**config.mk**
```make
export PLATFORM = sky130hd
export DESIGN_NAME = stf_ram
export DESIGN_NICKNAME = d
export VERILOG_FILES = /design/src/design/sigma_truncation_fitness_scaler_defines.svh /design/src/design/stf_ram.sv
export SDC_FILE = /design/constraint.sdc
export NUM_CORES = 2
export LEC_CHECK = 0
export BUFFER_PORTS_ARGS = -buffer_cell sky130_fd_sc_hd__buf_2
export CAP_MARGIN = 40
export CORE_UTILIZATION = 57
export DETAILED_ROUTE_END_ITERATION = 6
export GPL_TIMING_DRIVEN = 0
export PLACE_DENSITY = 0.76
export SYNTH_ARGS = -nofsm -noshare
export SYNTH_HDL_FRONTEND = slang
export SYNTH_SLANG_ARGS = --single-unit
```
**constraint.sdc**
```tcl
create_clock -name clock -period 4 [get_ports clock]
set_clock_uncertainty 0.05 [all_clocks]
set_input_delay 0.6 -clock clock [delete_from_list [all_inputs] [get_ports clock]]
set_output_delay 0.6 -clock clock [all_outputs]
set_load 0.1 [all_outputs]
```
**src/design/sigma_truncation_fitness_scaler_defines.svh**
```systemverilog
// Assertion macros shared by the sigma truncation fitness scaler.
// Included by the top level; depends on nothing else.
`ifndef SIGMA_TRUNCATION_FITNESS_SCALER_DEFINES_SVH
`define SIGMA_TRUNCATION_FITNESS_SCALER_DEFINES_SVH

// Same-cycle implication check.
`define STF_ASSERT_IMPLIES(name, clk, rst, ante, cons) \
   name: assert property (@(posedge clk) disable iff (rst) (ante) |-> (cons)) \
      else $error("stf: same-cycle check failed");

// Next-cycle implication check.
`define STF_ASSERT_NEXT(name, clk, rst, ante, cons) \
   name: assert property (@(posedge clk) disable iff (rst) (ante) |=> (cons)) \
      else $error("stf: next-cycle check failed");

`endif

```
**src/design/stf_ram.sv**
```systemverilog
// Generic simple dual-port RAM with registered read data.
// Standalone; no package dependencies.
module stf_ram #(
   parameter int WIDTH = 32,
   parameter int DEPTH = 64
) (
   input  logic                     clock,
   input  logic                     we,
   input  logic [$clog2(DEPTH)-1:0] waddr,
   input  logic [WIDTH-1:0]         wdata,
   input  logic [$clog2(DEPTH)-1:0] raddr,
   output logic [WIDTH-1:0]         rdata
);

   logic [WIDTH-1:0] mem_ff [DEPTH];
   logic [WIDTH-1:0] rdata_ff;

   always_ff @(posedge clock) begin
      if (we) begin
         mem_ff[waddr] <= wdata;
      end
      rdata_ff <= mem_ff[raddr];
   end

   assign rdata = rdata_ff;

endmodule

```
; After elaboration in Yosys (flattened, before gate mapping)
; Memories as Yosys holds them, arrays and structs flattened. A register that Yosys moved wholly into a read port is not among the register bits.
; Index checks and enable logic that the tools add are counted.
[totals]
regBits = 0
ramBits = 2048
out_inout_bits = 32
memories = 1
[mem_list]
columns = name, depth, word_bits, rd, rd_clocked_by_memory_dff, wr, line_no
row1 = mem_ff, 64, 32, 1, 1, 1, stf_ram.sv:15  ; logic [WIDTH-1:0] mem_ff [DEPTH];
[classes]
muxes = 2
[op_table]
columns = cell, count
row1 = 1-bit two-way mux, 2

; Longest topological paths before layout
[logic_depth]
ltp_word = 2
depth_mapped = 10

; Least setup slack after synthesis
; Ideal clock, no wire load.
[synth_timing]
path_type = input to register
startpoint = input waddr[3]
endpoint = memory mem_ff[48][0] (enable)
setup_time_ns = 0.461
arrival_time_ns = 3.299
setup_slack_ns = 0.190
cell_stages = 4
cell_sequence = clkbuf_1 -> nor2b_1 -> nand4b_1 -> nor3_1
[synth_lines]
columns = item, line_no
row1 = "start, declared", stf_ram.sv:9  ; input logic [$clog2(DEPTH)-1:0] waddr,
row2 = "end, declared", stf_ram.sv:15
; No word-level cell before the write port.

==> out/metrics.cfg <==
[status]
outcome=finished, violations left
violated_checks=DRC, setup timing

[power_and_ir_drop]
cellLeakagePower_uw=0.02879
power.total_uw=45630
cellPowerDensity_nw_per_um2=499.0
vdd_ir_drop_max_mv=0.5051

[synthesis]
synth_area_um2=78520
mappedNetlistNets=3370
synthSimpleGateAreaFrac_pct=1.265
post_synth.cell_area_avg_um2=23.62
synth_compound_area_share_pct=1.673
synthXorXnorAreaFrac_pct=0
synth_mux_area_share_pct=16.79
combinational_family_with_the_most_area_after_synthesis=multiplexers
postSynthCellCount=3324
yosys_warnings=0
synth.ff_latch_count=2080
synth_cell_type_count=34
synth-adder-area-share_pct=0
yosysSeqAreaShare_pct=79.14

[drt]
route.layer.met1.wl_mm=76.16
drt_pre_antenna_iters=7
highest_layer=met5
total_drc_errors_in_the_routed_layout=2
routed-wl-met2_mm=116.0
vias_per_cell=7.511
routed_wire_length_per_instance_um=44.94
finalWirelength_mm=257.8
num_vias=43083
drtAntennaViolNets=0
met3_wirelength_mm=43.50
detail_route.iter0.violations=8953

[clock_network]
cts_buffers=194
insertion_delay_ns=0.85
tritoncts=yes
cts.clk_slew.worst_paths_ns=0.06
clock_tree.buffer_depth=3
postCtsSetupRepairBufs=0
holdBufCountCts=0
numClockSinks=2080
post_cts_resize_count=0
h-tree-depth=4
ctsRootBufferMaster=clkbuf_16

[worst_setup_path]
critPathBufInv=5
end_kind=flip-flop
startpoint_class_of_the_critical_path=primary input
crit_path_start=raddr[1]
worst_path_largest_cell_delay_ns=0.80
setup.worst_path.end=rdata[16]
timing_worst_setup_path_type=in2reg
cp_common_cell=buf_2
worstReg2RegEnd=rdata[1]
cp.arrival_ns=4.75
r2r_start=mem_ff[15][1]
crit_fanout=10
depth_of_the_worst_register_to_register_path=4
path_depth=9
critical-path-top-delay-family=buffers and inverters
cp_max_delay_cell=a21oi_2
crit_path_cell_trace=buf_2 -> buf_2 -> buf_2 -> clkbuf_1 -> buf_2 -> mux2i_1 -> a21oi_2 -> a21oi_1 -> nor2_1
r2r_slack_ns=1.27
critical_path_required_ns=4.67

[global_routing]
wire_length_of_the_first_global_routing_pass_mm=337.9
via_count_of_the_first_global_routing_pass=41912
globalRouteTotalUtil_pct=36.28
globalRouteOverflowTotal=0
grt_antenna_before_repair=22
grt_start_max_net_pins=56

[placed_design]
pre_cts_slack_ns=-0.4555
place.port_buffers=69
finalWeightedCongestion=0.9167
place.detailed.hpwl_mm=156.0

[sta]
tns_ns=-0.07647
worst_slack_ns=-0.07647
achievable-frequency_ghz=0.2453
worst_pin_slew_ns=1.071
number_of_failing_setup_endpoints_in_the_final_timing_report=1
final-max-slew-violation-count=0
min_period_ns=4.076
timing.final.crit_share_pct=101.9
slew_headroom_pct=28.43
final_hold_viol_count=0
whs_ns=0.1197
grt_setup_unrepaired=no

[final_layout]
layout_utilization_pct=67.17
synthToLayoutAreaGrowth_pct=16.47
layout.nets=3832
mostFrequentLayoutCells=edfxtp_1, mux4_2, clkbuf_16
layout_commonest_cell=edfxtp_1
drive_above_1_share_pct=31.52

[run]
max_cap_viol_count=0

[floorplan]
top_level_ports=78
rows=135
die_h_um=373.1
core_um2=136100
design.die.area_um2=139200
die_w_um=373.1
start_util_pct=57.67

[min_path]
worst_hold_path_type=in2reg
min_from=wdata[8]

## state kept, by name (all words and copies together), names as in the netlist
name,flops
rdata,32
mem_ff,2048
## per-layer routing
metal | GRT usage [%] | up-vias
li1 | - | 15219
met5 | 0 | -
met3 | 11.49 | 1280
met4 | 23.76 | 30
met2 | 54.99 | 4985
met1 | 45.56 | 21569
## layout make-up
| class | instances | area, um2 |
|---|---|---|
| clock buffers | 241 | 5155 |
| flip-flops and latches | 2080 | 62140 |
| well taps | 1781 | 2228 |
| multi-input cells | 1062 | 15970 |
| plain buffers | 182 | 887.1 |
| repair buffers | 266 | 4040 |
| diodes | 8 | 20.02 |
| fillers | 7884 | 44700 |
| clock inverters | 116 | 1006 |
## Yosys cell counts
| master | n | area share (%) |
|---|---|---|
| nor3_1 | 7 | 0.045 |
| or2_1 | 1 | 0.0080 |
| a311oi_1 | 8 | 0.089 |
| o221ai_1 | 27 | 0.30 |
| edfxtp_1 | 2048 | 78 |
| nand4b_1 | 1 | 0.011 |
| dfxtp_1 | 32 | 0.82 |
| or2_2 | 1 | 0.0080 |
| nand3_1 | 5 | 0.032 |
| nor2_1 | 137 | 0.65 |
| or3_1 | 3 | 0.024 |
| buf_1 | 21 | 0.10 |
| nor2b_1 | 15 | 0.12 |
| buf_4 | 25 | 0.24 |
| nand2b_1 | 8 | 0.064 |
| nand3b_1 | 5 | 0.048 |
| buf_6 | 5 | 0.072 |
| or3b_2 | 3 | 0.033 |
| a31oi_1 | 1 | 0.0080 |
| mux4_2 | 544 | 16 |
| nand4_1 | 2 | 0.016 |
| and3_1 | 4 | 0.032 |
| a21oi_1 | 62 | 0.40 |
| o32ai_1 | 4 | 0.045 |
| and2_1 | 2 | 0.016 |
| a22oi_1 | 12 | 0.11 |
| mux2i_1 | 93 | 1.2 |
| a41o_1 | 4 | 0.051 |
| o22ai_1 | 84 | 0.67 |
| nand2_1 | 26 | 0.12 |
| or2_0 | 1 | 0.0080 |
| or3b_1 | 2 | 0.022 |
| buf_2 | 57 | 0.36 |
| clkbuf_1 | 74 | 0.35 |
## through the flow
stage / cell area, um2 / std cells
global route: 91430 / 5729
finish: 91450 / 5736
detailed placement: 85050 / 5354
global placement: 81090 / 5174
floorplan: 78520 / 3324
CTS: 91210 / 5711
## report_power, final
| part | internal (uW) | switching, uW |
|---|---|---|
| sequential | 24100 | 60.8 |
| combinational | 946 | 2160 |
| clock | 10100 | 8290 |
## cell families (layout without fill, tap and decap cells)
logic type / Yosys count / in the layout
flops: 2080 / 2080
mux: 637 / 637
compound gates: 202 / 202
simple gates: 223 / 223
buf+inv: 182 / 805
other cells: 0 / 8
## worst min-delay path by stage
stage,to,cells past startpoint
floorplan,rdata[17],4
global placement,rdata[20],4
detailed placement,rdata[4],4
CTS,mem_ff[45][8],1
global route,mem_ff[44][8],1
finish,mem_ff[45][8],1
## worst reg2reg max path, stage by stage (launching register included)
cell and delay [ns]:
edfxtp_1 0.41, mux4_2 0.55, mux4_2 0.50, o22ai_1 0.62, nor2_1 0.39
Power figures use the tool's default switching activity.
