--- config.mk ---
export PLATFORM = sky130hd
export DESIGN_NAME = stf_div
export DESIGN_NICKNAME = d
export VERILOG_FILES = /design/src/design/sigma_truncation_fitness_scaler_defines.svh /design/src/design/stf_pkg.sv /design/src/design/stf_div.sv
export SDC_FILE = /design/constraint.sdc
export NUM_CORES = 1
export LEC_CHECK = 0
export BUFFER_PORTS_ARGS = -buffer_cell sky130_fd_sc_hd__buf_2
export CAP_MARGIN = 40
export CORE_ASPECT_RATIO = 0.6
export CORE_MARGIN = 2
export CORE_UTILIZATION = 50
export CTS_CLUSTER_DIAMETER = 50
export DETAILED_ROUTE_END_ITERATION = 7
export MAX_ROUTING_LAYER = met4
export PLACE_DENSITY = 0.89
export REMOVE_ABC_BUFFERS = 1
export SYNTH_ARGS = -nofsm -noshare
export SYNTH_HDL_FRONTEND = slang
export SYNTH_SLANG_ARGS = --single-unit
export TNS_END_PERCENT = 100
--- constraint.sdc ---
create_clock -name clock -period 3.11 [get_ports clock]
set_input_delay 0.311 -clock clock [delete_from_list [all_inputs] [get_ports clock]]
set_output_delay 0.311 -clock clock [all_outputs]
set_load 0.03 [all_outputs]
--- src/design/sigma_truncation_fitness_scaler_defines.svh ---
// Assertion macros shared by the sigma truncation fitness scaler.
// Included by the top level; depends on nothing else.
`ifndef SIGMA_TRUNCATION_FITNESS_SCALER_DEFINES_SVH
`define SIGMA_TRUNCATION_FITNESS_SCALER_DEFINES_SVH

// Same-cycle implication check.
`define STF_ASSERT_IMPLIES(name, clk, rst, ante, cons) \
   name: assert property (@(posedge clk) disable iff (rst) (ante) |-> (cons)) \
      else $error("stf: same-cycle check failed");

// Next-cycle implication check.
`define STF_ASSERT_NEXT(name, clk, rst, ante, cons) \
   name: assert property (@(posedge clk) disable iff (rst) (ante) |=> (cons)) \
      else $error("stf: next-cycle check failed");

`endif

--- src/design/stf_pkg.sv ---
// Shared types and constants of the sigma truncation fitness scaler.
// No dependencies; used by the top level, stf_div and stf_sqrt.
package stf_pkg;

   localparam int DATA_W    = 32;
   localparam int SUM_W     = 40;
   localparam int DIV_W     = 64;
   localparam int DIV_CNT_W = 7;
   localparam int ROOT_W    = 32;
   localparam int SQRT_CNT_W = 5;
   localparam int CSR_W     = 16;
   localparam logic [CSR_W-1:0] SIGMA_RESET = 16'd8192;

   typedef struct packed {
      logic signed [DATA_W-1:0] fitness;
      logic                     is_last;
   } req_type;

   typedef struct packed {
      logic [30:0] scaled_fitness;
      logic [5:0]  member_index;
      logic        last_out;
   } rsp_type;

endpackage

--- src/design/stf_div.sv ---
// Restoring radix-2 divider, one quotient bit per cycle.
// Depends on stf_pkg for the dividend width.
module stf_div #(
   parameter int DW = 7
) (
   input  logic                      clock,
   input  logic                      reset,
   input  logic                      start,
   input  logic [stf_pkg::DIV_W-1:0] dividend,
   input  logic [DW-1:0]             divisor,
   output logic                      done,
   output logic [stf_pkg::DIV_W-1:0] quotient,
   output logic [DW-1:0]             remainder
);

   logic [stf_pkg::DIV_W-1:0]     quo_ff, quo_in;
   logic [DW-1:0]                 rem_ff, rem_in, dvs_ff, dvs_in;
   logic [stf_pkg::DIV_CNT_W-1:0] cnt_ff, cnt_in;
   logic                          run_ff, run_in, done_ff, done_in;
   logic [DW:0]                   trial;

   always_comb begin
      quo_in  = quo_ff;
      rem_in  = rem_ff;
      dvs_in  = dvs_ff;
      cnt_in  = cnt_ff;
      run_in  = run_ff;
      done_in = 1'b0;
      trial   = {rem_ff, quo_ff[stf_pkg::DIV_W-1]};
      if (start) begin
         quo_in = dividend;
         rem_in = '0;
         dvs_in = divisor;
         cnt_in = '0;
         run_in = 1'b1;
      end else if (run_ff) begin
         if (trial >= {1'b0, dvs_ff}) begin
            rem_in = DW'(trial - {1'b0, dvs_ff});
            quo_in = {quo_ff[stf_pkg::DIV_W-2:0], 1'b1};
         end else begin
            rem_in = trial[DW-1:0];
            quo_in = {quo_ff[stf_pkg::DIV_W-2:0], 1'b0};
         end
         cnt_in = cnt_ff + 1'b1;
         if (cnt_ff == stf_pkg::DIV_CNT_W'(stf_pkg::DIV_W - 1)) begin
            run_in  = 1'b0;
            done_in = 1'b1;
         end
      end
   end

   always_ff @(posedge clock) begin
      if (reset) begin
         run_ff  <= 1'b0;
         done_ff <= 1'b0;
         cnt_ff  <= '0;
      end else begin
         run_ff  <= run_in;
         done_ff <= done_in;
         cnt_ff  <= cnt_in;
      end
      quo_ff <= quo_in;
      rem_ff <= rem_in;
      dvs_ff <= dvs_in;
   end

   assign done      = done_ff;
   assign quotient  = quo_ff;
   assign remainder = rem_ff;

endmodule

Yosys cells after proc, flatten, opt, wreduce, memory -nomap -nowiden:

Index checks and enable logic that the tools add are counted.

* word-level logic and storage cells: 22
* output and inout bits: 72
* register bits after elaboration: 87

* $add $sub $neg: 2
* equal/unequal tests: 1
* reductions and logical operators: 3
* muxes and demuxes: 8
* magnitude comparators: 1
* bitwise gates (word level): 1

Operators with widths (count)
* 64-bit two-way mux: 2
* 8-bit by 7-bit greater-or-equal comparator with 1-bit output: 1
* 7-bit by 1-bit adder with 7-bit output, second input constant: 1
* 7-bit by 6-bit == test with 1-bit output, second input constant: 1
* 7-bit two-way mux: 1
* 7-bit subtractor: 1
* 1-bit two-way mux: 5
* 3-bit OR reduction: 1
* 2-bit nonzero test: 1
* 2-bit OR reduction: 1
* 1-bit inverter: 1

Depth between registers and ports, before layout:

* word-level depth: 4
* depth in mapped cells: 7
* depth with buffers taken out: 7

Worst setup path after synthesis:

Ideal clock, no wire load.

* path type: input to register
* from: input port start
* to: register quo_ff, in the netlist quotient[0] (enable)
* data required time: 2686 ps
* path slack: 654 ps
* stages on the path: 3
* library setup time: 424 ps
* arrival: 2033 ps
* cells stage by stage: buf_2 -> clkinv_1 -> nand2_1

* word-level cells in the longest chain between the ends: 1

Ends and longest elaborated chain
* from (decl): line stf_div.sv:8 `input logic start,`
* 2-bit nonzero test (no source line)
* to (signal assigned): line stf_div.sv:62 `quo_ff <= quo_in;`
* to (decl): line stf_div.sv:16 `logic [stf_pkg::DIV_W-1:0] quo_ff, quo_in;`

Every way passes these cells.
A chain may end at the register's enable or synchronous reset.

Worst setup path in the final report:

* from: register quo_ff, in the netlist quotient[63]
* to: register rem_ff[5], in the netlist remainder[5]

* word-level cells in the longest chain between the ends: 2

Ends and longest elaborated chain
* 7-bit subtractor / 8-bit by 7-bit greater-or-equal comparator with 1-bit output (equally long branches): line stf_div.sv:38, stf_div.sv:37
* 7-bit two-way mux *: line stf_div.sv:37 `if (trial >= {1'b0, dvs_ff}) begin`
* to (signal assigned): line stf_div.sv:63 `rem_ff <= rem_in;`
* to (decl): line stf_div.sv:17 `logic [DW-1:0] rem_ff, rem_in, dvs_ff, dvs_in;`

Every way passes the cells marked *; elsewhere a longest branch is shown, timed or not.

==> out/results.txt <==
outcome -> complete, no violations
crit path max fanout -> 7
period utilization -> 0.699
H-tree depth -> 3
initial core utilization -> 0.516
power per cell area -> 598 nW/um^2
DIE WIDTH -> 120 um
Yosys reg bits -> 87
number of global-route vias before repair -> 2806
Pleak -> 2.21 nW
minimum clock period -> 2180 ps
RR Endpoint -> remainder[5]$_SDFFE_PP0P_
CP bufs+invs -> 1
clock buffer count from CTS -> 9
sequential-to-total area share from yosys stat -> 0.603
Initial DRC Count -> 197
switching portion of total power -> 0.279
vias per std cell -> 5.38
Vias -> 2932
Setup WS pre-CTS -> 968 ps
FP Rows -> 25
R2R cell count -> 7
Die Height -> 73.9 um
Max-slew headroom -> 0.581
Yosys cell types -> 47
Max Cap Viol -> 0
delay-heaviest family, CP -> compound AO/OA/AOI/OAI gates
Setup WS post-layout -> 935 ps
crit path kind -> reg -> reg
final setup TNS -> 0 ps
mapped cell area -> 4070 sq um
aggregate global routing overflow -> 0
Root Driver -> clkbuf_16
ys async rst share -> 0
clock power share -> 0.334
final RePlAce weighted congestion -> 0.859
Ys Warns -> 0
core area -> 7880 sq um
Slew Viols, Final -> 0
cts hold-fix bufs -> 0
Max Root-Sink Buffers -> 2
class of the worst hold path -> in -> reg
final setup skew -> 4.33 ps
postcts setup bufs -> 0
DP Area -> 4900 sq um
initial antenna violation count -> 0
crit path DAT -> 2370 ps
Comb power frac -> 0.196
CTS tree -> done
Post-synth EDFFs -> 71
final WL -> 9160 um
I/O Buffers -> 145
Final setup viols -> 0
DRC Markers -> 0
Worst-path clk slew -> 60 ps
VDD IR-drop max -> 0.000392 V
Critical Path End Type -> flip-flop
CTS sink count -> 87
die footprint -> 8900 sq um
slew of the pin with the lowest slew margin -> 628 ps
Critical Path, Cell by Cell -> inv_1, ha_1, fa_1, nand2b_2, a211o_4, a41oi_1, o21ai_1
Detail Route Antenna Nets -> 0
DP Wirelength -> 6750 um
post-synthesis cell count -> 285
fmax -> 460 MHz
Startpoint Class -> flip-flop
unrepaired setup endpoints after global routing -> false
largest net degree at the start of global routing -> 44
nets -> 515
Final Hold Vio Count -> 0
Post-synth top flop -> edfxtp_1
num ports -> 146
Total Routing Usage GR -> 0.221
Psw -> 0.865 mW
Worst path max stage delay -> 410 ps
R2R setup slack -> 930 ps
Pint -> 2.24 mW
Critical Path Slowest Stage Cell -> fa_1
Seq pwr share -> 0.470
Post-CTS Resized -> 0
Avg WL per Cell -> 16.8 um
hold_sp -> reset
fraction of layout cells with a size suffix above 1 -> 0.538
Mapped Avg Cell Area -> 14.3 sq um
first-pass GRT wire length -> 14300 um
post-route cell area -> 5190 sq um
number of diodes -> 0
hold endpoint -> run_ff$_SDFF_PP0_
1st-pass router iterations -> 5
R2R Path Start -> quotient[63]$_DFFE_PP_
worst endpoint required time -> 3300 ps
Area Overhead vs Synth -> 27.4%
Hold Path Stages -> 2
clk_lat worst skew -> 330 ps
-- cells by family after synthesis --
family                   synth area share
flip-flops                          0.603
multiplexers                        0.180
AND/OR/NAND/NOR                    0.0802
AO/OA/AOI/OAI                      0.0692
buffers and inverters              0.0261
adder cells (fa/ha/maj)            0.0295
XOR/XNOR                           0.0129
-- cell type report --
class | instances | area (sq um)
clock buffer | 10 | 229
clock inverter | 6 | 60.1
fill | 602 | 2700
inverter | 12 | 45.0
multi-input combinational | 174 | 1510
sequential | 87 | 2450
tap | 108 | 135
timing repair buffer | 148 | 751
-- cell usage after synthesis (all sizes together), types with 5 or more instances --
cell | count | area, sq um
nor2 | 10 | 37.5
nor3 | 6 | 30.0
buf | 11 | 57.6
ha | 8 | 100
inv | 11 | 41.3
and3 | 6 | 37.5
edfxtp | 71 | 2130
nand3 | 5 | 30.0
nand2 | 9 | 33.8
mux2 | 64 | 721
o21ai | 6 | 30.0
dfxtp | 16 | 320
-- per-stage QoR --
stage | util | total power [mW] | std cells | hold slack, ps
after floorplan | - | 1.87 | 273 | 383
after global placement | 0.621 | 2.07 | 529 | 466
after detailed placement | 0.621 | 2.09 | 529 | 483
after CTS | 0.658 | 3.14 | 545 | 138
after global routing | 0.658 | 3.24 | 545 | 139
final | 0.658 | 3.10 | 545 | 155
-- placed cells by master (no fill, tap or decap), types with 4 or more instances in the layout --
cell type and n:
buf_2 144, edfxtp_1 71, mux2_2 64, dfxtp_1 16, inv_1 11, nor2_1 10, clkbuf_16 9, nand2_1 8
ha_1 8, nor3_1 6, and3_1 6, nand3_1 4, nor2b_1 4, o21ai_0 4, a41oi_1 4, a21oi_1 4
o31ai_1 4, buf_4 4
-- per-layer routing --
| metal | wire length [um] | global-route usage | vias to the layer above |
|---|---|---|---|
| li1 | - | - | 1397 |
| met1 | 4200 | 0.298 | 1389 |
| met2 | 4070 | 0.318 | 140 |
| met3 | 803 | 0.0753 | 6 |
| met4 | 89 | 0.0646 | 0 |
| met5 | 0 | - | - |
-- flip-flops by register name, indices dropped and copies added, names as in the netlist --
signal     cells
cnt_ff         7
done           1
dvs_ff         7
quotient      64
remainder      7
run_ff         1
-- power by group through the flow --
stage / Clock, mW / Combinational, mW / Sequential [mW]
after floorplan: 0 / 0.204 / 1.66
after global placement: 0 / 0.594 / 1.48
after detailed placement: 0 / 0.606 / 1.48
after CTS: 1.07 / 0.610 / 1.46
after global routing: 1.12 / 0.650 / 1.47
final: 1.04 / 0.608 / 1.46
-- worst max path at each step --
stage | start | endpoint | slack, ps | cells past startpoint
after global routing | quotient[63]$_DFFE_PP_ | remainder[2]$_SDFFE_PP0P_ | 790 | 7
after detailed placement | quotient[63]$_DFFE_PP_ | quotient[0]$_DFFE_PP_ | 970 | 7
after floorplan | run_ff$_SDFF_PP0_ | quotient[0]$_DFFE_PP_ | 540 | 2
final | quotient[63]$_DFFE_PP_ | remainder[5]$_SDFFE_PP0P_ | 930 | 7
after CTS | quotient[63]$_DFFE_PP_ | quotient[0]$_DFFE_PP_ | 950 | 7
after global placement | quotient[63]$_DFFE_PP_ | quotient[0]$_DFFE_PP_ | 1090 | 7
Note: power is estimated with default switching activity, not from simulation.
