===== config.mk =====
export PLATFORM = sky130hd
export DESIGN_NAME = stf_sqrt
export DESIGN_NICKNAME = d
export VERILOG_FILES = /design/src/design/sigma_truncation_fitness_scaler_defines.svh /design/src/design/stf_pkg.sv /design/src/design/stf_sqrt.sv
export SDC_FILE = /design/constraint.sdc
export NUM_CORES = 1
export LEC_CHECK = 0
export BUFFER_PORTS_ARGS = -buffer_cell sky130_fd_sc_hd__buf_2
export CAP_MARGIN = 40
export CORE_ASPECT_RATIO = 0.8
export CORE_MARGIN = 10
export CORE_UTILIZATION = 30
export CTS_CLUSTER_SIZE = 30
export DETAILED_ROUTE_END_ITERATION = 8
export GPL_TIMING_DRIVEN = 0
export REMOVE_ABC_BUFFERS = 1
export SYNTH_ARGS = -nofsm -noshare
export SYNTH_HDL_FRONTEND = slang
export SYNTH_SLANG_ARGS = --single-unit

===== constraint.sdc =====
create_clock -name clock -period 3.27 [get_ports clock]
set_input_delay 0.1635 -clock clock [delete_from_list [all_inputs] [get_ports clock]]
set_output_delay 0.1635 -clock clock [all_outputs]
set_load 0.005 [all_outputs]

===== src/design/sigma_truncation_fitness_scaler_defines.svh =====
// Assertion macros shared by the sigma truncation fitness scaler.
// Included by the top level; depends on nothing else.
`ifndef SIGMA_TRUNCATION_FITNESS_SCALER_DEFINES_SVH
`define SIGMA_TRUNCATION_FITNESS_SCALER_DEFINES_SVH

// Same-cycle implication check.
`define STF_ASSERT_IMPLIES(name, clk, rst, ante, cons) \
   name: assert property (@(posedge clk) disable iff (rst) (ante) |-> (cons)) \
      else $error("stf: same-cycle check failed");

// Next-cycle implication check.
`define STF_ASSERT_NEXT(name, clk, rst, ante, cons) \
   name: assert property (@(posedge clk) disable iff (rst) (ante) |=> (cons)) \
      else $error("stf: next-cycle check failed");

`endif


===== src/design/stf_pkg.sv =====
// Shared types and constants of the sigma truncation fitness scaler.
// No dependencies; used by the top level, stf_div and stf_sqrt.
package stf_pkg;

   localparam int DATA_W    = 32;
   localparam int SUM_W     = 40;
   localparam int DIV_W     = 64;
   localparam int DIV_CNT_W = 7;
   localparam int ROOT_W    = 32;
   localparam int SQRT_CNT_W = 5;
   localparam int CSR_W     = 16;
   localparam logic [CSR_W-1:0] SIGMA_RESET = 16'd8192;

   typedef struct packed {
      logic signed [DATA_W-1:0] fitness;
      logic                     is_last;
   } req_type;

   typedef struct packed {
      logic [30:0] scaled_fitness;
      logic [5:0]  member_index;
      logic        last_out;
   } rsp_type;

endpackage


===== src/design/stf_sqrt.sv =====
// Digit-by-digit integer square root, one result bit per cycle.
// Depends on stf_pkg for operand and root widths.
module stf_sqrt (
   input  logic                       clock,
   input  logic                       reset,
   input  logic                       start,
   input  logic [stf_pkg::DIV_W-1:0]  radicand,
   output logic                       done,
   output logic [stf_pkg::ROOT_W-1:0] root
);

   logic [stf_pkg::DIV_W-1:0]      val_ff, val_in;
   logic [stf_pkg::ROOT_W+1:0]     rem_ff, rem_in;
   logic [stf_pkg::ROOT_W-1:0]     root_ff, root_in;
   logic [stf_pkg::SQRT_CNT_W-1:0] cnt_ff, cnt_in;
   logic                           run_ff, run_in, done_ff, done_in;
   logic [stf_pkg::ROOT_W+3:0]     part, trial;

   always_comb begin
      val_in  = val_ff;
      rem_in  = rem_ff;
      root_in = root_ff;
      cnt_in  = cnt_ff;
      run_in  = run_ff;
      done_in = 1'b0;
      part    = {rem_ff, val_ff[stf_pkg::DIV_W-1 -: 2]};
      trial   = {2'b00, root_ff, 2'b01};
      if (start) begin
         val_in  = radicand;
         rem_in  = '0;
         root_in = '0;
         cnt_in  = '0;
         run_in  = 1'b1;
      end else if (run_ff) begin
         val_in = {val_ff[stf_pkg::DIV_W-3:0], 2'b00};
         if (part >= trial) begin
            rem_in  = (stf_pkg::ROOT_W + 2)'(part - trial);
            root_in = {root_ff[stf_pkg::ROOT_W-2:0], 1'b1};
         end else begin
            rem_in  = part[stf_pkg::ROOT_W+1:0];
            root_in = {root_ff[stf_pkg::ROOT_W-2:0], 1'b0};
         end
         cnt_in = cnt_ff + 1'b1;
         if (cnt_ff == '1) begin
            run_in  = 1'b0;
            done_in = 1'b1;
         end
      end
   end

   always_ff @(posedge clock) begin
      if (reset) begin
         run_ff  <= 1'b0;
         done_ff <= 1'b0;
         cnt_ff  <= '0;
      end else begin
         run_ff  <= run_in;
         done_ff <= done_in;
         cnt_ff  <= cnt_in;
      end
      val_ff  <= val_in;
      rem_ff  <= rem_in;
      root_ff <= root_in;
   end

   assign done = done_ff;
   assign root = root_ff;

endmodule


# Yosys cells after proc, flatten, opt, wreduce, memory -nomap -nowiden
# Cells that the tools add are included.
[classes]
bitwise = 1
magnitude_cmp = 1
reduce_logical = 3
n_eq_ne = 1
n_addsub = 2
n_mux = 8
[ops]
columns = ["op", "n"]
rows = [
  ["$mux 64", 2],
  ["$ge 36x34->1", 1],
  ["$mux 34", 1],
  ["$sub 34x34->34", 1],
  ["$add 5x1->5 const B", 1],
  ["$eq 5x5->1 const B", 1],
  ["$mux 1", 5],
  ["$reduce_or 3->1", 1],
  ["$reduce_bool 2->1", 1],
  ["$reduce_or 2->1", 1],
  ["$not 1->1", 1],
]
[word_totals]
output_inout_bits = 33
input_bits = 67
elab_cells = 22
reg_bits = 137

# Longest topological paths before layout
[depth]
word_depth = 4
ltp_mapped = 12
mapped_depth_nobuf = 10

# Worst setup path after synthesis
# Ideal clock, no wire load.
[synth_path]
path_type = "reg-to-reg"
start = "register root_ff (netlist bit root[0])"
end = "register rem_ff[22] in the netlist's numbering"
stages_incl_launch_ff = 11
path_buffers = 0
t_arrival_ps = 2440
t_required_ps = 3182
setup_slack_ps = 741
period_less_slack_ps = 2529
setup_time_ps = 88
path_cell_list = "dfxtp_1 inv_1 ha_1 nor2b_1 o31a_1 o21a_1 o32a_1 a211oi_2 xnor2_1 nand2_1 a311oi_2"
[synth_via]
elab_chain_cells = 2
word_cells_on_any_way = 3
cone_classes = "add/sub (1); order compare (1); mux (1)"
[synth_rtl]
columns = ["item", "line_no", "source"]
rows = [
  ["start: declaration", "stf_sqrt.sv:14", "logic [stf_pkg::ROOT_W-1:0] root_ff, root_in;"],
  ["start signal: assignment", "stf_sqrt.sv:63", "root_ff <= root_in;"],
  ["$sub 34x34->34 / $ge 36x34->1 (equally long branches)", "stf_sqrt.sv:37, stf_sqrt.sv:36", ""],
  ["$mux 34 (*)", "stf_sqrt.sv:36", "if (part >= trial) begin"],
  ["end signal: assignment", "stf_sqrt.sv:62", "rem_ff <= rem_in;"],
  ["end: declaration", "stf_sqrt.sv:13", "logic [stf_pkg::ROOT_W+1:0] rem_ff, rem_in;"],
]
# Mark *: on every way between the ends. The rest lies on a longest branch, timed or not.
# A chain may end at the register's enable or synchronous reset.

# Worst setup path in the final report
[layout_path]
start = "register root_ff (netlist bit root[21])"
end = "register rem_ff[19] in the netlist's numbering"
[layout_via]
elab_chain_cells = 2
[layout_rtl]
columns = ["item", "line_no"]
rows = [
  ["$ge 36x34->1", "stf_sqrt.sv:36"],
  ["$mux 34", "stf_sqrt.sv:36"],
]
# Every way passes these cells.

==> impl_metrics.env <==
export IMPL_synth_fa_ha_area_frac=0.0576
export IMPL_design_area_um2=9310
export IMPL_synthCells=789
export IMPL_slew_headroom=0.522
export IMPL_async_reset_ff_frac=0
export IMPL_die_area_um2=33000
export IMPL_drive_above_1_share=0.247
export IMPL_grt_usage=0.119
export IMPL_p_leak_nw=3.70
export IMPL_seq_area_frac_synth=0.433
export IMPL_met2_usage=0.164
export IMPL_seqCellArea_um2=3390
export IMPL_clock_sinks=137
export IMPL_cpPeakStageDelay_ns=0.40
export IMPL_numCtsBuffers=17
export IMPL_synth_top_flop_cell="dfxtp_1"
export IMPL_vias=6038
export IMPL_dpl_cell_area_um2=8670
export IMPL_crit_slowest_cell="ha_1"
export IMPL_grt_overflow=0
export IMPL_yosys_area_share_simple=0.152
export IMPL_worstSetupEndpointType="register"
export IMPL_ys_warnings_count=0
export IMPL_synth_edff_count=64
export IMPL_min_period_over_period=0.947
export IMPL_core_area_um2=25500
export IMPL_layout_commonest_cell="buf_2"
export IMPL_insertion_delay_ns=0.43
export IMPL_syn_avg_cell_area_um2=9.91
export IMPL_synth_top_family_by_area="simple AND/OR/NAND/NOR gates"
export IMPL_grt_pass1_vias=5909
export IMPL_cap_violations=0
export IMPL_grt_busiest_layer="met2"
export IMPL_avgViaCountPerCell=4.89
export IMPL_grt_first_pass_wirelength_mm=31.9
export IMPL_setup_ws_ns=0.174
export IMPL_postRouteAntennaNets=0
export IMPL_die_height_um=164
export IMPL_setup_viol=0
export IMPL_dp_hpwl_mm=13.6
export IMPL_synth_xor_area_share=0.0302
export IMPL_grt_max_degree=95
export IMPL_ios=100
export IMPL_cts_tree="done"
export IMPL_cp_max_fo=25
export IMPL_cp_common_cell="a21o_1"
export IMPL_fillers=2612
export IMPL_wire_per_inst_um=15.8
export IMPL_met1_usage=0.159
export IMPL_initial_core_util=0.307
export IMPL_yosysUniqueCellTypes=69
export IMPL_layout_nets=971
export IMPL_final_cell_mix="buf_2 (98), nor2_1 (88), dfxtp_1 (72)"
export IMPL_first_pass_iters=4
export IMPL_path_clk_slew_ns=0.06
export IMPL_cp_cell_sequence="inv_1 -> ha_1 -> a21o_1 -> a21o_1 -> a21oi_1 -> a311o_1 -> o2111a_2 -> nand2_4 -> o21ai_1 -> o32ai_1"
export IMPL_clk_path_buf_depth=2
export IMPL_wl_mm=19.5
export IMPL_dieWidth_um=200
export IMPL_total_power_mw=8.13
export IMPL_antenna_found_initial=13
export IMPL_fmax_ghz=0.323
export IMPL_post_place_ws_ns=0.0728
export IMPL_setup_tns_ns=0
export IMPL_place_inst=1198
export IMPL_holdWs_ns=0.0175
export IMPL_drv_slew=0
export IMPL_globalplace_congestion=0.862
export IMPL_hold_violations=0
export IMPL_io_buffers=99
export IMPL_startpoint_type="register"
export IMPL_rows=52
export IMPL_vdd_drop_max_v=0.000505
export IMPL_cellPowerDensity_nw_per_um2=873
export IMPL_syn_area_um2=7820
export IMPL_stdcell_count=1236
export IMPL_holdCritPathClass="input port to register"
export IMPL_cts_root_buffer="clkbuf_16"
export IMPL_ys_seq_elements=137
export IMPL_worst_pin_slew_ns=0.717
export IMPL_rsz0062_at_grt="no"
export IMPL_grt_util_met3=0.0623
export IMPL_clock_skew_ns=0.00889
export IMPL_muxShareOfSynthArea=0.135
export IMPL_cp_arrival_ns=3.38
export IMPL_layout_min_cycle_time_ns=3.10
export IMPL_multi_input_area_um2=4070
export IMPL_final_util=0.365
export IMPL_syn2layout_area_growth_pct=19.0
export IMPL_htreeDepth=4
export IMPL_synth_compound_area_frac=0.145
export IMPL_drc=0
export IMPL_drt_iter0_drc=434
export IMPL_criticalPathCategory="register to register"
export IMPL_status="finished clean"
export IMPL_required_ns=3.55
flip-flops by register name (all words and copies together), names as in the netlist:
name    cells
cnt_ff      5
done        1
rem_ff     34
root       32
run_ff      1
val_ff     64
layout make-up:
class                      count  share of cell area
multi-input combinational    564               0.437
sequential                   137               0.364
timing repair buffer         105              0.0676
tap                          351              0.0472
clock buffer                  18              0.0461
clock inverter                12              0.0190
inverter                      43              0.0173
antenna                        6             0.00161
cell families (layout without fill, tap and decap cells):
| group | Yosys count | in the layout |
|---|---|---|
| AO/OA/AOI/OAI | 154 | 154 |
| flip-flops | 137 | 137 |
| other | 0 | 6 |
| adder cells (fa/ha/maj) | 36 | 36 |
| AND/OR/NAND/NOR | 249 | 249 |
| multiplexers | 98 | 98 |
| XOR/XNOR | 27 | 27 |
| buffers and inverters | 88 | 178 |
power breakdown:
part           internal, mW  total [mW]  switching, mW
clock network          1.27        2.03          0.763
logic                  1.64        3.92           2.28
registers              2.03        2.18          0.148
total                  4.94        8.13           3.19
routing by layer:
layer | up-vias | wire (µm) | part of all wire
li1 | 3022 | - | -
met2 | 148 | 7620 | 0.39
met5 | - | 74 | 0.0038
met3 | 22 | 1940 | 0.099
met1 | 2834 | 9740 | 0.50
met4 | 12 | 153 | 0.0078
synth_stat cells, drive strengths merged, types with 10 or more instances:
cell,instances,share of area
mux2,62,0.089
a311oi,21,0.026
o21ai,24,0.016
dfxtp,73,0.19
nand2,71,0.035
a21o,13,0.012
clkbuf,25,0.012
a21oi,37,0.025
edfxtp,64,0.25
ha,36,0.058
nor2,89,0.044
inv,43,0.021
xnor2,20,0.022
nor2b,10,0.0080
nand2b,11,0.0088
nor3,13,0.0096
buf,20,0.014
mux2i,36,0.046
nand3,11,0.0070
worst max-delay path, delay by kind of cell, from the launching register on:
family / cells / cell delay [ns]
compound gates: 7 / 1.84
fa+ha+maj: 1 / 0.40
buf+inv: 1 / 0.06
flops: 1 / 0.39
simple gates: 1 / 0.24
path summary, 6_finish.rpt:
kind                                  start          to  slack [ns]  depth (start not counted)
worst max-delay path               root[21]  rem_ff[19]        0.17                         10
worst min-delay path            radicand[0]   val_ff[0]        0.02                          2
worst max register to register     root[21]  rem_ff[19]        0.17                         10
worst min register to register   rem_ff[14]  rem_ff[14]        0.49                          2
repair_timing:
item,CTS,global route
setup endpoints to repair,0,13
setup buffers,0,1
hold buffers,1,0
gates resized for setup,0,1
hold endpoints to repair,1,0
Note: power is estimated with default switching activity, not from simulation.
